--- src/rtl/core/ubsd_pkg.sv ---
// Types and constants shared by the byte stream decoder and its channels.
// No dependencies.
`default_nettype none

package ubsd_pkg;

  localparam int unsigned CpW   = 21;
  localparam int unsigned AddrW = 3;

  // encoding selected by the mode register
  typedef enum logic [1:0] {
    MODE_UTF8    = 2'd0,
    MODE_UTF16LE = 2'd1,
    MODE_UTF16BE = 2'd2,
    MODE_USER    = 2'd3
  } mode_e;

  // register index, taken from paddr[2]
  typedef enum logic {
    REG_MODE       = 1'b0,
    REG_IGNORE_BOM = 1'b1
  } reg_idx_e;

  localparam logic [CpW-1:0] REPLACEMENT_CP = 21'h00FFFD;
  localparam logic [CpW-1:0] BOM_CP         = 21'h00FEFF;
  localparam logic [CpW-1:0] USER_BASE_CP   = 21'h00F700;  // 0xF780 - 0x80
  localparam logic [CpW-1:0] SUPP_BASE_CP   = 21'h010000;
  localparam logic [7:0]     CONT_LO        = 8'h80;
  localparam logic [7:0]     CONT_HI        = 8'hBF;

  // one code point produced while decoding an item
  typedef struct packed {
    logic           valid;
    logic [CpW-1:0] cp;
    logic           err;
  } emit_t;

  // outcome of a UTF-8 byte taken as the start of a sequence
  typedef struct packed {
    emit_t           e;
    logic [1:0]      need;
    logic [CpW-1:0]  partial;
    logic [7:0]      lo;
    logic [7:0]      hi;
  } lead_t;

  // one queued result transfer
  typedef struct packed {
    logic [CpW-1:0] cp_value;
    logic           decode_error;
    logic           last_of_run;
  } result_t;

endpackage

`default_nettype wire

--- src/rtl/core/ubsd_if.sv ---
// Valid/ready channels of the byte stream decoder: input bytes and code points.
// Depends on ubsd_pkg.
`default_nettype none

interface ubsd_byte_if;
  logic       valid;
  logic       ready;
  logic [7:0] byte_value;
  logic       byte_present;
  logic       end_of_stream;

  modport source (output valid, byte_value, byte_present, end_of_stream, input ready);
  modport sink   (input valid, byte_value, byte_present, end_of_stream, output ready);
endinterface

interface ubsd_cp_if;
  import ubsd_pkg::*;
  logic           valid;
  logic           ready;
  logic [CpW-1:0] cp_value;
  logic           decode_error;
  logic           last_of_run;

  modport source (output valid, cp_value, decode_error, last_of_run, input ready);
  modport sink   (input valid, cp_value, decode_error, last_of_run, output ready);
endinterface

`default_nettype wire

--- src/rtl/core/unicode_byte_stream_decoder.sv ---
// Byte stream to Unicode code point decoder (UTF-8, UTF-16LE/BE, x-user-defined).
// Depends on ubsd_pkg and the channel interfaces in ubsd_if.sv.
//
// One byte is taken per transfer on item_i and decoded in the same cycle
// against the sequence state; the zero, one or two code points it yields are
// written into a four-entry result queue that drives result_o from the next
// cycle on. An item is taken in every cycle while the queue has room for two
// results, so the rate is one byte per cycle as long as result_o keeps up;
// an item yielding two code points needs a result_o transfer for each, and
// the output side then sets the pace. Malformed input gives U+FFFD with
// decode_error set; end_of_stream flushes an unfinished sequence as U+FFFD
// and rearms stripping of a leading byte order mark. Writing the mode
// register restarts the stream.
`default_nettype none

module unicode_byte_stream_decoder (
  input  wire                           clk_i,
  input  wire                           rst_ni,
  ubsd_byte_if.sink                     item_i,
  ubsd_cp_if.source                     result_o,
  input  wire                           psel,
  input  wire                           penable,
  input  wire                           pwrite,
  input  wire  [ubsd_pkg::AddrW-1:0]    paddr,
  input  wire  [31:0]                   pwdata,
  output logic [31:0]                   prdata,
  output logic                          pready
);
  import ubsd_pkg::*;

  localparam int unsigned QDepth = 4;
  localparam int unsigned QPtrW  = $clog2(QDepth);

  // configuration
  mode_e mode_q, mode_d;
  logic  ign_q, ign_d;

  // sequence state
  logic [CpW-1:0] partial_q, partial_d;
  logic [1:0]     need_q, need_d;
  logic [1:0]     seen_q, seen_d;
  logic [7:0]     lo_q, lo_d;
  logic [7:0]     hi_q, hi_d;
  logic [7:0]     held_q, held_d;
  logic           held_v_q, held_v_d;
  logic [9:0]     lead_q, lead_d;
  logic           lead_v_q, lead_v_d;
  logic           start_q, start_d;

  // result queue
  result_t          queue_q [QDepth];
  logic [QPtrW-1:0] wr_ptr_q, rd_ptr_q;
  logic [QPtrW:0]   cnt_q;

  logic      in_fire, out_fire, cfg_wr;
  result_t   res [2];
  logic [1:0] res_n;

  assign in_fire  = item_i.valid & item_i.ready;
  assign out_fire = result_o.valid & result_o.ready;
  assign cfg_wr   = psel & penable & pwrite;

  // UTF-8 byte taken as the start of a new sequence
  function automatic lead_t utf8_lead(input logic [7:0] b);
    lead_t r;
    r.e       = '0;
    r.need    = 2'd0;
    r.partial = '0;
    r.lo      = CONT_LO;
    r.hi      = CONT_HI;
    if (b <= 8'h7F) begin
      r.e = '{valid: 1'b1, cp: {13'b0, b}, err: 1'b0};
    end else if (b >= 8'hC2 && b <= 8'hDF) begin
      r.need    = 2'd1;
      r.partial = {16'b0, b[4:0]};
    end else if (b >= 8'hE0 && b <= 8'hEF) begin
      r.need    = 2'd2;
      r.partial = {17'b0, b[3:0]};
      if (b == 8'hE0) r.lo = 8'hA0;
      if (b == 8'hED) r.hi = 8'h9F;
    end else if (b >= 8'hF0 && b <= 8'hF4) begin
      r.need    = 2'd3;
      r.partial = {18'b0, b[2:0]};
      if (b == 8'hF0) r.lo = 8'h90;
      if (b == 8'hF4) r.hi = 8'h8F;
    end else begin
      r.e = '{valid: 1'b1, cp: REPLACEMENT_CP, err: 1'b1};
    end
    return r;
  endfunction

  // decode one item: state update and up to two results
  always_comb begin : decode_comb
    emit_t       cand [3];
    lead_t       ld;
    logic [7:0]  b;
    logic [15:0] unit;
    logic [1:0]  seen_inc;
    logic        bom_arm;
    logic        keep;
    logic        pending;

    b        = item_i.byte_value;
    unit     = '0;
    seen_inc = seen_q + 2'd1;
    pending  = 1'b0;
    keep     = 1'b0;
    ld       = utf8_lead(b);
    for (int i = 0; i < 3; i++) cand[i] = '0;

    mode_d    = mode_q;
    ign_d     = ign_q;
    partial_d = partial_q;
    need_d    = need_q;
    seen_d    = seen_q;
    lo_d      = lo_q;
    hi_d      = hi_q;
    held_d    = held_q;
    held_v_d  = held_v_q;
    lead_d    = lead_q;
    lead_v_d  = lead_v_q;
    start_d   = start_q;

    // byte decode
    if (in_fire && item_i.byte_present) begin
      case (mode_q)
        MODE_UTF8: begin
          if (need_q == 2'd0) begin
            cand[0]   = ld.e;
            need_d    = ld.need;
            partial_d = ld.partial;
            lo_d      = ld.lo;
            hi_d      = ld.hi;
          end else if (b < lo_q || b > hi_q) begin
            // offending byte: replacement, then the byte starts over
            cand[0]   = '{valid: 1'b1, cp: REPLACEMENT_CP, err: 1'b1};
            cand[1]   = ld.e;
            need_d    = ld.need;
            partial_d = ld.partial;
            lo_d      = ld.lo;
            hi_d      = ld.hi;
            seen_d    = 2'd0;
          end else begin
            lo_d      = CONT_LO;
            hi_d      = CONT_HI;
            partial_d = {partial_q[CpW-7:0], b[5:0]};
            seen_d    = seen_inc;
            if (seen_inc == need_q) begin
              cand[0]   = '{valid: 1'b1, cp: partial_d, err: 1'b0};
              partial_d = '0;
              need_d    = 2'd0;
              seen_d    = 2'd0;
            end
          end
        end
        MODE_USER: begin
          cand[0] = '{valid: 1'b1,
                      cp: b[7] ? USER_BASE_CP + {13'b0, b} : {13'b0, b},
                      err: 1'b0};
        end
        default: begin
          // UTF-16: pair bytes into a unit, then pair surrogates
          if (!held_v_q) begin
            held_d   = b;
            held_v_d = 1'b1;
          end else begin
            unit     = (mode_q == MODE_UTF16BE) ? {held_q, b} : {b, held_q};
            held_d   = '0;
            held_v_d = 1'b0;
            if (lead_v_q && unit[15:10] == 6'b110111) begin
              lead_v_d = 1'b0;
              cand[0]  = '{valid: 1'b1,
                           cp: SUPP_BASE_CP + {1'b0, lead_q, unit[9:0]},
                           err: 1'b0};
            end else begin
              // unpaired lead gives a replacement; the unit is decoded anew
              if (lead_v_q) begin
                cand[0] = '{valid: 1'b1, cp: REPLACEMENT_CP, err: 1'b1};
              end
              lead_v_d = 1'b0;
              if (unit[15:10] == 6'b110110) begin
                lead_d   = unit[9:0];
                lead_v_d = 1'b1;
              end else if (unit[15:10] == 6'b110111) begin
                cand[1] = '{valid: 1'b1, cp: REPLACEMENT_CP, err: 1'b1};
              end else begin
                cand[1] = '{valid: 1'b1, cp: {5'b0, unit}, err: 1'b0};
              end
            end
          end
        end
      endcase
    end

    // end of stream flush
    if (in_fire && item_i.end_of_stream) begin
      case (mode_q)
        MODE_UTF8: pending = (need_d != 2'd0);
        MODE_USER: pending = 1'b0;
        default:   pending = held_v_d | lead_v_d;
      endcase
      partial_d = '0;
      need_d    = 2'd0;
      seen_d    = 2'd0;
      lo_d      = CONT_LO;
      hi_d      = CONT_HI;
      held_d    = '0;
      held_v_d  = 1'b0;
      lead_d    = '0;
      lead_v_d  = 1'b0;
      cand[2]   = '{valid: pending, cp: REPLACEMENT_CP, err: 1'b1};
    end

    // byte order mark stripping and packing of the results
    bom_arm = (mode_q != MODE_USER) && !ign_q;
    res_n   = 2'd0;
    res[0]  = '0;
    res[1]  = '0;
    for (int i = 0; i < 3; i++) begin
      if (cand[i].valid) begin
        keep = 1'b1;
        if (bom_arm && start_d) begin
          start_d = 1'b0;
          if (cand[i].cp == BOM_CP) keep = 1'b0;
        end
        if (keep && res_n != 2'd2) begin
          res[res_n[0]] = '{cp_value: cand[i].cp, decode_error: cand[i].err,
                            last_of_run: 1'b0};
          res_n = res_n + 2'd1;
        end
      end
    end
    res[0].last_of_run = (res_n == 2'd1);
    res[1].last_of_run = 1'b1;
    if (in_fire && item_i.end_of_stream) start_d = 1'b1;

    // register writes; a mode write restarts the stream
    if (cfg_wr) begin
      case (reg_idx_e'(paddr[2]))
        REG_MODE: begin
          mode_d    = mode_e'(pwdata[1:0]);
          partial_d = '0;
          need_d    = 2'd0;
          seen_d    = 2'd0;
          lo_d      = CONT_LO;
          hi_d      = CONT_HI;
          held_d    = '0;
          held_v_d  = 1'b0;
          lead_d    = '0;
          lead_v_d  = 1'b0;
          start_d   = 1'b1;
        end
        REG_IGNORE_BOM: ign_d = pwdata[0];
        default: ;
      endcase
    end
  end

  // state registers
  always_ff @(posedge clk_i or negedge rst_ni) begin
    if (!rst_ni) begin
      mode_q    <= MODE_UTF8;
      ign_q     <= 1'b0;
      partial_q <= '0;
      need_q    <= 2'd0;
      seen_q    <= 2'd0;
      lo_q      <= CONT_LO;
      hi_q      <= CONT_HI;
      held_q    <= '0;
      held_v_q  <= 1'b0;
      lead_q    <= '0;
      lead_v_q  <= 1'b0;
      start_q   <= 1'b1;
    end else begin
      mode_q    <= mode_d;
      ign_q     <= ign_d;
      partial_q <= partial_d;
      need_q    <= need_d;
      seen_q    <= seen_d;
      lo_q      <= lo_d;
      hi_q      <= hi_d;
      held_q    <= held_d;
      held_v_q  <= held_v_d;
      lead_q    <= lead_d;
      lead_v_q  <= lead_v_d;
      start_q   <= start_d;
    end
  end

  // result queue pointers and fill count
  always_ff @(posedge clk_i or negedge rst_ni) begin
    if (!rst_ni) begin
      wr_ptr_q <= '0;
      rd_ptr_q <= '0;
      cnt_q    <= '0;
    end else begin
      wr_ptr_q <= wr_ptr_q + QPtrW'(res_n);
      if (out_fire) rd_ptr_q <= rd_ptr_q + QPtrW'(1);
      cnt_q <= cnt_q + (QPtrW+1)'(res_n) - (QPtrW+1)'(out_fire);
    end
  end

  // result queue storage
  always_ff @(posedge clk_i) begin
    if (res_n != 2'd0) queue_q[wr_ptr_q] <= res[0];
    if (res_n == 2'd2) queue_q[wr_ptr_q + QPtrW'(1)] <= res[1];
  end

  // take an item only with room for two results
  assign item_i.ready = (cnt_q <= (QPtrW+1)'(QDepth - 2));

  assign result_o.valid        = (cnt_q != '0);
  assign result_o.cp_value     = queue_q[rd_ptr_q].cp_value;
  assign result_o.decode_error = queue_q[rd_ptr_q].decode_error;
  assign result_o.last_of_run  = queue_q[rd_ptr_q].last_of_run;

  // register read
  assign pready = 1'b1;
  always_comb begin
    case (reg_idx_e'(paddr[2]))
      REG_MODE:       prdata = {30'b0, mode_q};
      REG_IGNORE_BOM: prdata = {31'b0, ign_q};
      default:        prdata = '0;
    endcase
  end

endmodule

`default_nettype wire

--- src/flat_wrapper.sv ---
// flat-port wrapper written by rule: the top's interface ports become plain ports
module unicode_byte_stream_decoder_flat import ubsd_pkg::*;
  (clk_i, rst_ni, psel, penable, pwrite, paddr, pwdata, prdata, pready, item_i_valid, item_i_byte_value, item_i_byte_present, item_i_end_of_stream, item_i_ready, result_o_valid, result_o_cp_value, result_o_decode_error, result_o_last_of_run, result_o_ready);
  ubsd_byte_if item_i_i ();
  ubsd_cp_if result_o_i ();
  input  wire clk_i;
  input  wire rst_ni;
  input  wire psel;
  input  wire penable;
  input  wire pwrite;
  input  wire  [ubsd_pkg::AddrW-1:0] paddr;
  input  wire  [31:0] pwdata;
  output logic [31:0] prdata;
  output logic pready;
  input wire logic [$bits(item_i_i.valid)-1:0] item_i_valid;
  input wire logic [$bits(item_i_i.byte_value)-1:0] item_i_byte_value;
  input wire logic [$bits(item_i_i.byte_present)-1:0] item_i_byte_present;
  input wire logic [$bits(item_i_i.end_of_stream)-1:0] item_i_end_of_stream;
  output wire logic [$bits(item_i_i.ready)-1:0] item_i_ready;
  output wire logic [$bits(result_o_i.valid)-1:0] result_o_valid;
  output wire logic [$bits(result_o_i.cp_value)-1:0] result_o_cp_value;
  output wire logic [$bits(result_o_i.decode_error)-1:0] result_o_decode_error;
  output wire logic [$bits(result_o_i.last_of_run)-1:0] result_o_last_of_run;
  input wire logic [$bits(result_o_i.ready)-1:0] result_o_ready;
  assign item_i_i.valid = item_i_valid;
  assign item_i_i.byte_value = item_i_byte_value;
  assign item_i_i.byte_present = item_i_byte_present;
  assign item_i_i.end_of_stream = item_i_end_of_stream;
  assign item_i_ready = item_i_i.ready;
  assign result_o_valid = result_o_i.valid;
  assign result_o_cp_value = result_o_i.cp_value;
  assign result_o_decode_error = result_o_i.decode_error;
  assign result_o_last_of_run = result_o_i.last_of_run;
  assign result_o_i.ready = result_o_ready;
  unicode_byte_stream_decoder u_core (.clk_i(clk_i), .rst_ni(rst_ni), .item_i(item_i_i), .result_o(result_o_i), .psel(psel), .penable(penable), .pwrite(pwrite), .paddr(paddr), .pwdata(pwdata), .prdata(prdata), .pready(pready));
endmodule
--- config.mk ---
export PLATFORM = sky130hd
export DESIGN_NAME = unicode_byte_stream_decoder_flat
export DESIGN_NICKNAME = d
export VERILOG_FILES = /design/src/rtl/core/ubsd_pkg.sv /design/src/rtl/core/ubsd_if.sv /design/src/rtl/core/unicode_byte_stream_decoder.sv /design/src/flat_wrapper.sv
export SDC_FILE = /design/constraint.sdc
export NUM_CORES = 1
export LEC_CHECK = 0
export ABC_AREA = 1
export BUFFER_PORTS_ARGS = -buffer_cell sky130_fd_sc_hd__buf_2
export CAP_MARGIN = 20
export CORE_UTILIZATION = 60
export DETAILED_ROUTE_END_ITERATION = 10
export HOLD_SLACK_MARGIN = 0.05
export PLACE_DENSITY = 0.81
export SLEW_MARGIN = 5
export SYNTH_ARGS = -nofsm -noshare
export SYNTH_HDL_FRONTEND = slang
export SYNTH_SLANG_ARGS = --single-unit
--- constraint.sdc ---
create_clock -name clk_i -period 6.8 [get_ports clk_i]
set_clock_uncertainty 0.2 [all_clocks]
set_input_delay 0.34 -clock clk_i [delete_from_list [all_inputs] [get_ports clk_i]]
set_output_delay 0.34 -clock clk_i [all_outputs]
set_load 0.05 [all_outputs]
==> metrics.cfg <==
[sta]
period_share_pct=90.6
hold_ws_ns=0.114
rsz0062_at_grt=no
layout_min_cycle_time_ns=6.16
worst-slew-pin-transition_ns=0.899
fmax_ghz=0.162
slew_headroom_pct=40.1
finalSetupViolations=0
tns_ns=0
final_hold_viol_count=0
slew_violations=0

[floorplanning]
ios=110
core_um2=17400
die_w_um=136
num_rows=48
start_util_pct=61.8
die_area_um2=18500
die_y_um=136

[clock_tree]
clk_pin_slew_ns=0.07
root_buffer=clkbuf_16
clk_latency_ns=0.44
cts_made_buffers=17
cts_setup_buffers=0
htree_levels=4
cts_sinks=158
cts.path.max_buffers=2
cts_tree=done
cts_resized=0

[worst_setup_path]
max_stage_delay_ns=0.67
cp.depth=22
worstSetupPathType=flop to flop
end_kind=flop
reg2regPathDepth=22
slowest_stage=o21ai_0
arrival_ns=6.26
cp_data_required_time_ns=6.90
path_cells=inv_1, ha_1, inv_2, nor2_1, inv_1, nor3_1, nand2_1, o21ai_0, and3_1, nand3_1, ha_1, nand2_1, nand2_1, inv_2, ha_1, or2_1, nand2_4, buf_4, nand2_2, nor2_4, nand2_1, nand2_1
crit_family=simple AND/OR/NAND/NOR gates
path_buf_inv=5
cp_max_fo=53
crit_path_frequent_cell=nand2_1
critPathLaunchType=flop

[layout]
mostFrequentLayoutCell=nand2_1
n_fill_cell=1519
final_cells=1676
nNetsFinal=1517
layout_common_cells=nand2_1 (348), nor2_1 (168), nand3_1 (124)
drive_above_1_share_pct=11.4
area_delta_synth_final_pct=6.89
diodes=0
final_util_pct=66.0

[route]
viasPerCell=6.05
dr_total_vias=10100
ant_nets=0
drt_first_pass_iters=7
drcViolationCount=0
drtIter0Drc=1051
drt-total-wl_mm=29.3
routedWlPerCell_um=17.5

[logic_synthesis]
async_reset_ff_share_pct=41.8
yosysTopAreaCellShare_pct=24.6
ys_seq_elements=158
synth.largest_area_cell=edfxtp_1
synth_seq_area_share_pct=40.8
synth_area_leaders=edfxtp_1 (25%), dfrtp_1 (13%), nand2_1 (12%)
synth-edff-count=88
synth_area_per_cell_um2=7.52
yosys_warnings=0
synth_area_um2=10800
syn_inst=1431
synth.distinct_cells=56
synth_flop_cell=edfxtp_1

[hold_path]
worst_hold_path_type=primary input to flop
holdPathStages=3

[place]
dp_cells=1639
gp_congestion=0.979
numPortBuffers=46
dp.final_hpwl_mm=20.0

[run]
maxCapViolCount=0

[global_routing]
antenna_found_initial=0
grt.overflow.total=0
grt_max_degree=67
grt_pass1_vias=9065
grtUsageTotal_pct=32.8
grt_pass1_wl_mm=46.4

[run_status]
outcome=completed

[power]
leakagePower_nw=5.34
finalPower_mw=3.94
vdd_drop_max_mv=0.275
powerDensity_nw_per_um2=342

-- worst register-to-register path, delay by kind of cell, from the launching register on --
family / cells / cell delay, ns
AOI/OAI and AO/OA: 1 / 0.67
adders and majority gates: 3 / 0.88
buffers and inverters: 5 / 1.11
DFF: 1 / 0.40
and+or+nand+nor: 13 / 2.76
-- state kept, by name (all words and copies together) (netlist names) --
register and count:
u_core.cnt_q 3, u_core.rd_ptr_q 2, u_core.seen_q 2, u_core.ign_q 1, u_core.held_q 8, u_core.queue_q 92
u_core.lo_q 8, u_core.start_q 1, u_core.need_q 2, u_core.mode_q 2, u_core.wr_ptr_q 2, u_core.held_v_q 1
u_core.partial_q 15, u_core.hi_q 8, u_core.lead_v_q 1, u_core.lead_q 10
-- cell usage after synthesis, types with 11 or more instances --
cell      instances
ha_1             26
o22ai_1          27
inv_1           107
buf_2            25
a21oi_1          30
o21ai_1          11
o21ai_0          94
nand2_2          15
nand3_1         124
nand2_1         348
nor2_1          171
clkbuf_1         43
nand4_1          90
buf_4            35
dfrtp_1          57
edfxtp_1         88
-- cell families (layout without fill, tap and decap cells) --
family | after synthesis | in the layout | synth area share (%)
XOR/XNOR | 10 | 10 | 0.884
AND/OR/NAND/NOR | 791 | 791 | 33.4
buffers and inverters | 234 | 225 | 10.2
flip-flops | 158 | 158 | 40.8
adder cells (fa/ha/maj) | 27 | 27 | 3.21
AO/OA/AOI/OAI | 209 | 209 | 11.4
other | 2 | 31 | 0.0698
-- final timing paths --
kind	startpoint	endpoint	slack (ns)
setup / recovery	u_core.mode_q[1]$_DFFE_PN0P_	u_core.queue_q[0][17]$_DFFE_PP_	0.64
hold / removal	item_i_byte_value[4]	u_core.partial_q[4]$_DFF_PN0_	0.11
setup reg to reg	u_core.mode_q[1]$_DFFE_PN0P_	u_core.queue_q[0][17]$_DFFE_PP_	0.64
hold reg to reg	u_core.queue_q[1][0]$_SDFFE_PP1P_	u_core.queue_q[1][0]$_SDFFE_PP1P_	0.25
max in group asynchronous	rst_ni	u_core.mode_q[0]$_DFFE_PN0P_	5.41
min in group asynchronous	rst_ni	u_core.lo_q[3]$_DFF_PN0_	0.45
-- timing repair --
| item | in CTS | in global routing |
|---|---|---|
| hold buffers | 5 | 0 |
| setup endpoints to repair | 0 | 0 |
| endpoints found under the hold margin | 60 | 0 |
-- stage by stage --
step | setup WS, ns | instance area, um^2
floorplan | 1.80 | 10900
global placement | 0.918 | 10900
detailed placement | 0.811 | 10900
CTS | 0.790 | 11500
global route | 0.0973 | 11500
finish | 0.636 | 11500
-- report_power, final --
group          total, mW  switching (mW)  internal, mW
clock              0.881           0.411         0.471
sequential          1.24          0.0854          1.15
combinational       1.82            1.42         0.407
total               3.94            1.91          2.03
-- routing by layer --
layer / GRT usage, % / vias up / wire length, um
met1: 43.0 / 4695 / 11900
met5: 0 / - / 0
met2: 52.8 / 543 / 13800
li1: - / 4806 / -
met3: 5.03 / 91 / 2400
met4: 16.5 / 0 / 1190
-- cell type report --
| class | instances | area [um^2] | share of cell area [%] |
|---|---|---|---|
| timing repair buffer | 73 | 458 | 3.98 |
| inverter | 120 | 450 | 3.92 |
| clock buffer | 18 | 429 | 3.73 |
| tap | 225 | 282 | 2.45 |
| clock inverter | 14 | 108 | 0.935 |
| sequential | 158 | 4390 | 38.1 |
| multi-input combinational | 1068 | 5390 | 46.9 |
Power figures use the tool's default switching activity.
